**config.mk**
```make
export PLATFORM = sky130hd
export DESIGN_NAME = random_envelope_noise_gen_flat
export DESIGN_NICKNAME = d
export VERILOG_FILES = /design/src/design/reng_pkg.sv /design/src/design/reng_if.sv /design/src/design/random_envelope_noise_gen.sv /design/src/flat_wrapper.sv
export VERILOG_INCLUDE_DIRS = /design/src /design/src/design
export SDC_FILE = /design/constraint.sdc
export NUM_CORES = 1
export LEC_CHECK = 0
export BUFFER_PORTS_ARGS = -buffer_cell sky130_fd_sc_hd__buf_2
export CAP_MARGIN = 25
export CORE_MARGIN = 8
export CORE_UTILIZATION = 60
export CTS_BUF_LIST = sky130_fd_sc_hd__clkbuf_4 sky130_fd_sc_hd__clkbuf_8 sky130_fd_sc_hd__clkbuf_16
export DETAILED_ROUTE_END_ITERATION = 16
export GPL_ROUTABILITY_DRIVEN = 0
export PLACE_DENSITY = 0.78
export SETUP_SLACK_MARGIN = 0.5
export SLEW_MARGIN = 20
export SYNTH_ARGS = -nofsm -noshare
export SYNTH_HDL_FRONTEND = slang
export SYNTH_SLANG_ARGS = --single-unit
```
**constraint.sdc**
```tcl
create_clock -name i_clk -period 9.3 [get_ports i_clk]
set_input_delay 1.395 -clock i_clk [delete_from_list [all_inputs] [get_ports i_clk]]
set_output_delay 1.395 -clock i_clk [all_outputs]
set_load 0.005 [all_outputs]
```
**src/design/random_envelope_noise_gen_assert.svh**
```systemverilog
// ----------------------------------------------------------------------------
// Assertion macros for the random envelope noise generator
// Concurrent checks that compile away when ASSERT_OFF is defined.
// ----------------------------------------------------------------------------
`ifndef RANDOM_ENVELOPE_NOISE_GEN_ASSERT_SVH
`define RANDOM_ENVELOPE_NOISE_GEN_ASSERT_SVH

`ifndef ASSERT_OFF

// Property that must hold at every clock edge outside of reset.
`define RENG_ASSERT(lbl, clk, rst_n, prop, msg) \
    lbl: assert property (@(posedge clk) disable iff (!rst_n) (prop)) else $error(msg);

// Consequent that must hold in the cycle after the antecedent.
`define RENG_ASSERT_NEXT(lbl, clk, rst_n, ante, cons, msg) \
    lbl: assert property (@(posedge clk) disable iff (!rst_n) (ante) |=> (cons)) \
        else $error(msg);

`else

`define RENG_ASSERT(lbl, clk, rst_n, prop, msg)
`define RENG_ASSERT_NEXT(lbl, clk, rst_n, ante, cons, msg)

`endif

`endif

```
**src/design/reng_pkg.sv**
```systemverilog
`timescale 1ns / 1ps
// ----------------------------------------------------------------------------
// Random envelope noise generator package
// Field widths, register indexes, reset values and envelope constants.
// ----------------------------------------------------------------------------
package reng_pkg;

    localparam int PHASE_W  = 32;
    localparam int AMP_W    = 16;
    localparam int BREAK_W  = 15;
    localparam int SAMPLE_W = 20;
    localparam int SHIFT_W  = 5;
    localparam int ENV_W    = 32;
    localparam int ENV_FRAC = 10;
    localparam int AMP_FRAC = 15;
    localparam int LEVEL_W  = BREAK_W + ENV_FRAC;
    localparam int MENV_W   = ENV_W - ENV_FRAC;
    localparam int PROD_W   = MENV_W + AMP_W;

    localparam logic [SHIFT_W-1:0]     STEP_SHIFT_RESET = 5'd6;
    localparam logic                   CLAMP_RESET      = 1'b1;
    localparam logic signed [ENV_W-1:0] RETRIG_LEVEL    = 32'sd10;

    typedef enum logic [0:0] {
        CFG_STEP_SHIFT   = 1'b0,
        CFG_CLAMP_ENABLE = 1'b1
    } t_cfg_idx;

endpackage

```
**src/design/reng_if.sv**
```systemverilog
`timescale 1ns / 1ps
// ----------------------------------------------------------------------------
// Random envelope noise generator channels
// Input word, result word and configuration write channels.
// ----------------------------------------------------------------------------
interface reng_in_if import reng_pkg::*; ();
    logic                      valid;
    logic                      ready;
    logic [PHASE_W-1:0]        phase_inc;
    logic signed [AMP_W-1:0]   rand_amplitude;
    logic [BREAK_W-1:0]        rand_break;

    modport source (output valid, output phase_inc, output rand_amplitude,
                    output rand_break, input ready);
    modport sink   (input valid, input phase_inc, input rand_amplitude,
                    input rand_break, output ready);
endinterface

interface reng_out_if import reng_pkg::*; ();
    logic                       valid;
    logic                       ready;
    logic signed [SAMPLE_W-1:0] sample;

    modport source (output valid, output sample, input ready);
    modport sink   (input valid, input sample, output ready);
endinterface

interface reng_cfg_if import reng_pkg::*; ();
    logic               valid;
    logic               ready;
    t_cfg_idx           index;
    logic [SHIFT_W-1:0] data;

    modport source (output valid, output index, output data, input ready);
    modport sink   (input valid, input index, input data, output ready);
endinterface

```
**src/design/random_envelope_noise_gen.sv**
```systemverilog
`timescale 1ns / 1ps
// ----------------------------------------------------------------------------
// Random envelope noise generator
// Shapes externally supplied random amplitude and break levels with a
// rising and falling envelope and scales each tick into a noise sample.
// ----------------------------------------------------------------------------
// Usage:
// Each word on i_in is one sample tick carrying the phase increment and a
// fresh random amplitude and break level. The block returns exactly one
// sample word on o_out for every accepted input word, in order.
// The pipeline has three registers: the input register, an envelope stage
// that updates the envelope state and holds the scaled envelope and
// amplitude, and the output register that holds the product. A word
// therefore passes from the input register through the envelope stage to the
// output register, and one word is taken in every cycle while the receiver
// does not stall; the envelope state update is the loop that sets this rate.
// i_cfg writes step_shift (index 0) and clamp_enable (index 1); it is always
// ready and should only be written while the pipeline is empty.
// Reset (i_rst_n low, synchronous) empties the pipeline, clears the
// envelope, the rising flag, the amplitude and the break level, and loads
// step_shift = 6 and clamp_enable = 1.
// When the receiver stalls, the result is held in the output register and
// the earlier stages keep filling until all three are occupied; only then
// does i_in.ready drop.
// ----------------------------------------------------------------------------
`include "random_envelope_noise_gen_assert.svh"

module random_envelope_noise_gen
    import reng_pkg::*;
(
    input  logic       i_clk,
    input  logic       i_rst_n,
    reng_in_if.sink    i_in,
    reng_out_if.source o_out,
    reng_cfg_if.sink   i_cfg
);

    // Configuration registers.
    logic [SHIFT_W-1:0] r_step_shift;
    logic               r_clamp_enable;

    // Input register.
    logic                    r_s1_valid;
    logic [PHASE_W-1:0]      r_phase_inc;
    logic signed [AMP_W-1:0] r_rand_amp;
    logic [BREAK_W-1:0]      r_rand_break;

    // Envelope state.
    logic [ENV_W-1:0]        r_env_level;
    logic                    r_rising;
    logic signed [AMP_W-1:0] r_amplitude;
    logic [LEVEL_W-1:0]      r_break_level;

    // Envelope stage toward the multiplier.
    logic                     r_s2_valid;
    logic signed [MENV_W-1:0] r_mul_env;
    logic signed [AMP_W-1:0]  r_mul_amp;

    // Output register.
    logic                       r_out_valid;
    logic signed [SAMPLE_W-1:0] r_sample;

    // Next values of the envelope state.
    logic [ENV_W-1:0]        n_env_level;
    logic                    n_rising;
    logic signed [AMP_W-1:0] n_amplitude;
    logic [LEVEL_W-1:0]      n_break_level;

    logic                     w_out_free;
    logic                     w_s2_free;
    logic                     w_s1_free;
    logic                     w_fire;
    logic [ENV_W-1:0]         w_step;
    logic [ENV_W-1:0]         w_env_step;
    logic [ENV_W-1:0]         w_break_ext;
    logic signed [PROD_W-1:0] w_prod;

    // Each stage moves when the one after it is empty or moving.
    assign w_out_free = !r_out_valid || o_out.ready;
    assign w_s2_free  = !r_s2_valid || w_out_free;
    assign w_s1_free  = !r_s1_valid || w_s2_free;
    assign w_fire     = r_s1_valid && w_s2_free;

    assign i_in.ready   = w_s1_free;
    assign i_cfg.ready  = 1'b1;
    assign o_out.valid  = r_out_valid;
    assign o_out.sample = r_sample;

    // ---- Configuration -----------------------------------------------------
    always_ff @(posedge i_clk) begin
        if (!i_rst_n) begin
            r_step_shift   <= STEP_SHIFT_RESET;
            r_clamp_enable <= CLAMP_RESET;
        end else if (i_cfg.valid) begin
            unique case (i_cfg.index)
                CFG_STEP_SHIFT:   r_step_shift   <= i_cfg.data;
                CFG_CLAMP_ENABLE: r_clamp_enable <= i_cfg.data[0];
            endcase
        end
    end

    // ---- Input register ----------------------------------------------------
    always_ff @(posedge i_clk) begin
        if (!i_rst_n) begin
            r_s1_valid <= 1'b0;
        end else if (w_s1_free) begin
            r_s1_valid <= i_in.valid;
        end
    end

    always_ff @(posedge i_clk) begin
        if (w_s1_free) begin
            r_phase_inc  <= i_in.phase_inc;
            r_rand_amp   <= i_in.rand_amplitude;
            r_rand_break <= i_in.rand_break;
        end
    end

    // ---- Envelope update ---------------------------------------------------
    // The step is the phase increment scaled down by the configured shift.
    // While rising the envelope climbs until it meets the break level, else
    // it falls. All comparisons treat the envelope as signed 32 bits.
    assign w_step      = r_phase_inc >> r_step_shift;
    assign w_break_ext = {{(ENV_W-LEVEL_W){1'b0}}, r_break_level};
    assign w_env_step  = r_rising ? (r_env_level + w_step) : (r_env_level - w_step);

    always_comb begin
        n_env_level   = w_env_step;
        n_rising      = r_rising;
        n_amplitude   = r_amplitude;
        n_break_level = r_break_level;

        if (r_rising) begin
            if ($signed(w_env_step) >= $signed(w_break_ext)) begin
                n_rising = 1'b0;
                if (r_clamp_enable) begin
                    n_env_level = w_break_ext;
                end
            end
        end else if (r_clamp_enable && w_env_step[ENV_W-1]) begin
            n_env_level = '0;
        end

        // A low envelope retriggers with a new amplitude and break level.
        if ($signed(n_env_level) < RETRIG_LEVEL) begin
            n_amplitude   = r_rand_amp;
            n_break_level = {r_rand_break, {ENV_FRAC{1'b0}}};
            n_rising      = 1'b1;
        end
    end

    always_ff @(posedge i_clk) begin
        if (!i_rst_n) begin
            r_env_level   <= '0;
            r_rising      <= 1'b0;
            r_amplitude   <= '0;
            r_break_level <= '0;
        end else if (w_fire) begin
            r_env_level   <= n_env_level;
            r_rising      <= n_rising;
            r_amplitude   <= n_amplitude;
            r_break_level <= n_break_level;
        end
    end

    always_ff @(posedge i_clk) begin
        if (!i_rst_n) begin
            r_s2_valid <= 1'b0;
        end else if (w_s2_free) begin
            r_s2_valid <= r_s1_valid;
        end
    end

    // The arithmetic shift of the envelope is just its upper bits.
    always_ff @(posedge i_clk) begin
        if (w_fire) begin
            r_mul_env <= $signed(n_env_level[ENV_W-1:ENV_FRAC]);
            r_mul_amp <= n_amplitude;
        end
    end

    // ---- Scaling multiply --------------------------------------------------
    // 22 by 16 bit signed product; the sample is bits 34..15, which wraps
    // out-of-range results to 20 bits.
    assign w_prod = r_mul_env * r_mul_amp;

    always_ff @(posedge i_clk) begin
        if (!i_rst_n) begin
            r_out_valid <= 1'b0;
        end else if (w_out_free) begin
            r_out_valid <= r_s2_valid;
        end
    end

    always_ff @(posedge i_clk) begin
        if (w_out_free) begin
            r_sample <= w_prod[AMP_FRAC+SAMPLE_W-1:AMP_FRAC];
        end
    end

    // ---- Assertions --------------------------------------------------------
    // After an update the envelope is either at or above the retrigger level
    // or the block is rising again.
    `RENG_ASSERT_NEXT(a_retrigger_rises, i_clk, i_rst_n, w_fire,
        ($signed(r_env_level) >= RETRIG_LEVEL) || r_rising,
        "envelope below retrigger level without rising")
    // With clamping on, a falling update never leaves a negative envelope.
    `RENG_ASSERT_NEXT(a_clamp_floor, i_clk, i_rst_n,
        w_fire && r_clamp_enable && !r_rising, !r_env_level[ENV_W-1],
        "clamped envelope fell below zero")
    // The latched amplitude only changes when a word passes the envelope.
    `RENG_ASSERT_NEXT(a_amp_hold, i_clk, i_rst_n, !w_fire, $stable(r_amplitude),
        "amplitude changed without an envelope update")
    // A word that passes the envelope stage always lands in the next stage.
    `RENG_ASSERT_NEXT(a_stage_fill, i_clk, i_rst_n, w_fire, r_s2_valid,
        "envelope stage lost a word")

endmodule

```
**src/flat_wrapper.sv**
```systemverilog
// flat-port wrapper written by rule: the top's interface ports become plain ports
module random_envelope_noise_gen_flat import reng_pkg::*;
  (i_clk, i_rst_n, i_in_valid, i_in_phase_inc, i_in_rand_amplitude, i_in_rand_break, i_in_ready, o_out_valid, o_out_sample, o_out_ready, i_cfg_valid, i_cfg_index, i_cfg_data, i_cfg_ready);
  reng_in_if i_in_i ();
  reng_out_if o_out_i ();
  reng_cfg_if i_cfg_i ();
  input  logic i_clk;
  input  logic i_rst_n;
  input wire logic [$bits(i_in_i.valid)-1:0] i_in_valid;
  input wire logic [$bits(i_in_i.phase_inc)-1:0] i_in_phase_inc;
  input wire logic [$bits(i_in_i.rand_amplitude)-1:0] i_in_rand_amplitude;
  input wire logic [$bits(i_in_i.rand_break)-1:0] i_in_rand_break;
  output wire logic [$bits(i_in_i.ready)-1:0] i_in_ready;
  output wire logic [$bits(o_out_i.valid)-1:0] o_out_valid;
  output wire logic [$bits(o_out_i.sample)-1:0] o_out_sample;
  input wire logic [$bits(o_out_i.ready)-1:0] o_out_ready;
  input wire logic [$bits(i_cfg_i.valid)-1:0] i_cfg_valid;
  input wire logic [$bits(i_cfg_i.index)-1:0] i_cfg_index;
  input wire logic [$bits(i_cfg_i.data)-1:0] i_cfg_data;
  output wire logic [$bits(i_cfg_i.ready)-1:0] i_cfg_ready;
  assign i_in_i.valid = i_in_valid;
  assign i_in_i.phase_inc = i_in_phase_inc;
  assign i_in_i.rand_amplitude = i_in_rand_amplitude;
  assign i_in_i.rand_break = i_in_rand_break;
  assign i_in_ready = i_in_i.ready;
  assign o_out_valid = o_out_i.valid;
  assign o_out_sample = o_out_i.sample;
  assign o_out_i.ready = o_out_ready;
  assign i_cfg_i.valid = i_cfg_valid;
  assign i_cfg_i.index = i_cfg_index;
  assign i_cfg_i.data = i_cfg_data;
  assign i_cfg_ready = i_cfg_i.ready;
  random_envelope_noise_gen u_core (.i_clk(i_clk), .i_rst_n(i_rst_n), .i_in(i_in_i), .o_out(o_out_i), .i_cfg(i_cfg_i));
endmodule
```
==> results.toml, run 1 <==
[status]
status = "complete, no violations"

[setup_path]
r2r_start = "u_core.r_step_shift[1]$_SDFFE_PN1P_"
cp_slowest_stage_delay_ps = 680
cp_max_fo = 16
crit_path_end_kind = "flip-flop"
r2r-end = "u_core.r_mul_amp[6]$_DFFE_PP_"
critPathCapture = "u_core.r_mul_amp[6]$_DFFE_PP_"
r2r_slack_ps = 980
cpMostUsedCell = "and3_1"
critPathRequiredTime_ps = 9520
rr_worst_depth = 28
worst_setup_path_start_kind = "flip-flop"
path_class = "flip-flop to flip-flop"
crit_path_start = "u_core.r_step_shift[1]$_SDFFE_PN1P_"
arrival_ps = 8540
crit_slowest_cell = "or4_1"

[synth]
synth_warnings = 0
syn_area_um2 = 23700
synth_compound_area_share_pct = 8.64
ys_async_sr_fraction_pct = 0
synth_area_leaders = "fa_1, edfxtp_1, ha_1, inv_1, dfxtp_1"
yosys.cell_count.top_type = "inv_1"
ys_ff_latch = 194
yosys.area.top_type = "fa_1"
synth-xor-area-share_pct = 3.53
yosysSeqAreaShare_pct = 21.5
synth_top_family_by_area = "adder cells"
synth-simple-area-share_pct = 15.0
syn_avg_cell_area_um2 = 9.70
synth_top_area_share_pct = 27.3
synth_flop_cell = "edfxtp_1"
synth_cell_types = 91
syn_nets = 2971
synth_commonest_cells = "inv_1, nand2_1, fa_1"
synth_mux_area_share_pct = 8.15
synthAdderAreaFrac_pct = 34.4
syn_inst = 2440
synth_edf_count = 121

[sta]
worst_pin_slew_ps = 990
maxSlewHeadroom_pct = 34.0
fmax_mhz = 120
tns_ps = 0
setup_violations = 0
drv_slew = 0
fin_ws_ps = 976
rsz0062_at_grt = "false"
fin_skew_ps = 16.4
finalWorstPathRequiredPeriod_ps = 8320
report.final.hold_viol_count = 0
period_share_pct = 89.5

[drt]
wl_per_cell_um = 19.3
via_per_inst = 5.93
drtIter0Drc = 1629
drtAntennaViolNets = 0
vias = 17803
wl_mm = 58.1
drc = 0
firstDrtPassIters = 6

[placed_design]
dpl_cell_area_um2 = 24400
dp_hpwl_mm = 44.0
io_buffers = 95
dp_slack_ps = 359

[layout]
fillers = 2992
nets = 3003
areaGrowthSynthToFinish_pct = 6.58
seq_area_um2 = 5110
fin_area_um2 = 25200
multiInputGateArea_um2 = 16600
drive_above_1_share_pct = 10.7

[hold_path]
hold_path.class = "flip-flop to flip-flop"
min_path_cells = 2
min_from = "u_core.r_amplitude[11]$_SDFFE_PN0P_"

[grt]
antenna_found_initial = 1
grt_max_degree = 83
overflow = 0
grt_pass1_vias = 18988
grtUsageTotal_pct = 25.3
grt_pass1_wl_mm = 94.8

[die]
dieArea_um2 = 46100
die_w_um = 215
die_y_um = 215
start_util_pct = 61.0
row_count = 72
io_pins = 97
coreArea_um2 = 38800

[cts]
cts.path.max_buffers = 2
root_buffer = "clkbuf_16"
path_clk_slew_ps = 70
insertion_delay_ps = 480
clock_sinks = 194
numCtsBuffers = 17
cts_max_level = 4
cts_tree = "done"
ctsHoldBuffers = 0

[job]
cap_violations = 0
## timing repair
action / CTS / global route
gates cloned: 0 / 0
setup endpoints to repair: 48 / 50
pin swaps: 0 / 2
setup buffers: 0 / 15
resized for setup: 2 / 16
## how the worst min path moves through the flow
stage	endpoint	slack (ps)
global placement	u_core.r_amplitude[13]$_SDFFE_PN0P_	440
CTS	u_core.r_amplitude[11]$_SDFFE_PN0P_	460
finish	u_core.r_amplitude[11]$_SDFFE_PN0P_	460
global route	u_core.r_amplitude[14]$_SDFFE_PN0P_	480
floorplan	u_core.r_amplitude[10]$_SDFFE_PN0P_	430
detailed placement	u_core.r_amplitude[8]$_SDFFE_PN0P_	450
## logic make-up after synthesis
family | Yosys count
XOR/XNOR | 92
multiplexers | 147
buffers and inverters | 516
flip-flops | 194
other | 1
adder cells (fa/ha/maj) | 457
AND/OR/NAND/NOR | 737
AO/OA/AOI/OAI | 296
## state kept, by name (all words and copies together), names as in the netlist
name,cells
u_core.o_out.valid,1
u_core.r_mul_amp,16
u_core.r_rising,1
u_core.r_s1_valid,1
u_core.o_out.sample,20
u_core.r_env_level,32
u_core.r_mul_env,22
u_core.r_rand_amp,16
u_core.r_break_level,15
u_core.r_s2_valid,1
u_core.r_clamp_enable,1
u_core.r_phase_inc,32
u_core.r_amplitude,16
u_core.r_step_shift,5
u_core.r_rand_break,15
## stage by stage
step           std cells  utilization, %  hold WS [ps]
3_3_place_gp        2956            62.8           438
5_1_grt             3003            65.0           480
6_report            3004            65.0           460
2_1_floorplan       2440               -           431
3_5_place_dp        2956            62.8           452
4_1_cts             2988            64.4           465
## worst max-delay path: cells and delay by family, from the launching register on
family | cells | cell delay [ps]
adder cells (fa/ha/maj) | 2 | 610
AND/OR/NAND/NOR | 14 | 3880
buffers and inverters | 2 | 400
XOR/XNOR | 2 | 330
flip-flops | 1 | 490
multiplexers | 3 | 1180
AO/OA/AOI/OAI | 5 | 1130
## layout by cell type, fill, tap and decap left out, types with 25 or more instances in the layout
cell        n
inv_1     392
nand2_1   330
fa_1      323
and2_1    149
ha_1      134
edfxtp_1  121
nor2_1    101
buf_2      95
mux2i_1    76
a21oi_1    74
dfxtp_1    70
xnor2_1    66
o21ai_0    42
buf_4      32
mux4_2     28
nand3_1    25
## metal layers
| metal | global-route usage, % | share of wire, % |
|---|---|---|
| met4 | 12.1 | 4.9 |
| met5 | 0 | 0 |
| met3 | 4.75 | 8.3 |
| met2 | 44.1 | 50 |
| met1 | 29.9 | 37 |
## final cells by class
type	instances	share of cell area [%]
multi-input combinational	1730	65.6
sequential	194	20.2
inverter	394	5.86
timing repair buffer	135	3.26
tap	518	2.57
clock buffer	20	1.91
clock inverter	12	0.526
antenna	1	0.00992
Power of run 1 is not shown: default switching activity piles up to over one toggle a cycle in this logic, so the estimate is an artifact.
==> inputs of run 2 (changes only) <==
Settings changed: CORE_ASPECT_RATIO from default to 1.4.
==> results.toml, run 2 (synthesis gave the netlist of run 1 again) <==
[drt]
drtIter0Drc = 1716
wl_per_cell_um = 19.7
drtAntennaViolNets = 0
drc = 0
firstDrtPassIters = 6
via_per_inst = 6.01
vias = 18153
wl_mm = 59.5

[layout]
final_cell_mix = "inv_1, nand2_1, fa_1"
reg_top3 = "u_core.r_env_level: 32 flops, u_core.r_phase_inc: 32 flops, u_core.r_mul_env: 22 flops"
final_core_util_pct = 64.6
drive_above_1_share_pct = 10.9
final_common_cell = "inv_1"
num_antenna_cells = 0
finalNonFillerCells = 3020
nets = 3010
areaGrowthSynthToFinish_pct = 6.95
fillers = 3086

[sta]
setup_violations = 0
tns_ps = 0
hold_slack_ps = 462
fin_skew_ps = 16.3
rsz0062_at_grt = "false"
drv_slew = 0
worst_pin_slew_ps = 928
maxSlewHeadroom_pct = 38.1
report.final.hold_viol_count = 0
fmax_mhz = 119
finalWorstPathRequiredPeriod_ps = 8400
period_share_pct = 90.4

[die]
die_y_um = 251
row_count = 86
coreArea_um2 = 39200
io_pins = 97
dieArea_um2 = 46200
start_util_pct = 60.4
die_w_um = 184

[setup_path]
r2r-end = "u_core.r_amplitude[4]$_SDFFE_PN0P_"
cp_max_fo = 32
crit_slowest_cell = "or4_1"
arrival_ps = 8790
r2r_slack_ps = 900
cp_slowest_stage_delay_ps = 690
r2r_start = "u_core.r_step_shift[1]$_SDFFE_PN1P_"
path_class = "flip-flop to flip-flop"
worst_setup_path_start_kind = "flip-flop"
cpMostUsedCell = "nor2_1"
crit_path_end_kind = "flip-flop"
rr_worst_depth = 27
critPathRequiredTime_ps = 9680

[cts]
path_clk_slew_ps = 80
cts_tree = "done"
clock_sinks = 194
insertion_delay_ps = 470
cts.path.max_buffers = 2
root_buffer = "clkbuf_16"
ctsHoldBuffers = 0
cts_max_level = 4
numCtsBuffers = 17

[placed_design]
dp_hpwl_mm = 45.6
dp_cells = 2969
io_buffers = 95

[grt]
grt_max_degree = 96
grt_pass1_wl_mm = 96.0
grt_pass1_vias = 19129
overflow = 0
grtUsageTotal_pct = 26.3
antenna_found_initial = 0

[status]
status = "complete, no violations"

[job]
cap_violations = 0

[hold_path]
hold_path.class = "flip-flop to flip-flop"
min_from = "u_core.r_amplitude[5]$_SDFFE_PN0P_"
min_path_cells = 2
min_to = "u_core.r_amplitude[5]$_SDFFE_PN0P_"
run 2: critical path, delay by kind of cell (launching register included):
kind,cells,cell delay [ps]
simple gates,11,3510
compound gates,7,1810
mux,3,1130
buf+inv,3,590
flops,1,470
fa+ha+maj,1,460
xor+xnor,2,320
run 2: cell type report:
class	instances	area [um^2]	area share (%)
clock buffer	17	425	1.68
clock inverter	15	199	0.786
inverter	394	1480	5.84
multi-input combinational	1730	16600	65.5
sequential	194	5110	20.2
tap	528	661	2.61
timing repair buffer	142	872	3.44
run 2: how the worst max path moves through the flow:
stage                                        start                                    end  slack, ps  cells after the start
6_report       u_core.r_step_shift[1]$_SDFFE_PN1P_     u_core.r_amplitude[4]$_SDFFE_PN0P_        900                     27
5_1_grt        u_core.r_step_shift[1]$_SDFFE_PN1P_  u_core.r_break_level[10]$_SDFFE_PN0P_        520                     32
4_1_cts        u_core.r_step_shift[1]$_SDFFE_PN1P_     u_core.r_amplitude[4]$_SDFFE_PN0P_        520                     29
3_5_place_dp   u_core.r_step_shift[2]$_SDFFE_PN1P_     u_core.r_amplitude[4]$_SDFFE_PN0P_        390                     29
3_3_place_gp   u_core.r_step_shift[0]$_SDFFE_PN0P_         u_core.r_mul_amp[11]$_DFFE_PP_        730                     27
2_1_floorplan  u_core.r_step_shift[0]$_SDFFE_PN0P_          u_core.r_mul_amp[0]$_DFFE_PP_       1730                     34
run 2: stage by stage:
step                      setup WS [ps]  cell area (um^2)
final                               895             25300
after global routing                517             25300
after CTS                           524             25100
after detailed placement            391             24400
after global placement              730             24400
after floorplan                    1730             23700
run 2: layer usage:
layer / up-vias / wire length, um / global-route usage [%]
li1: 7983 / - / -
met1: 9011 / 20400 / 28.1
met2: 901 / 32100 / 48.5
met3: 258 / 3550 / 3.80
met4: 0 / 3490 / 14.9
met5: - / 0 / 0
run 2: what timing repair did:
action	4_1_cts	5_1_grt
gates resized for setup	3	19
pin swaps	1	0
setup endpoints to repair	48	50
buffers inserted	1	18
Power of run 2 is left out for the same reason.
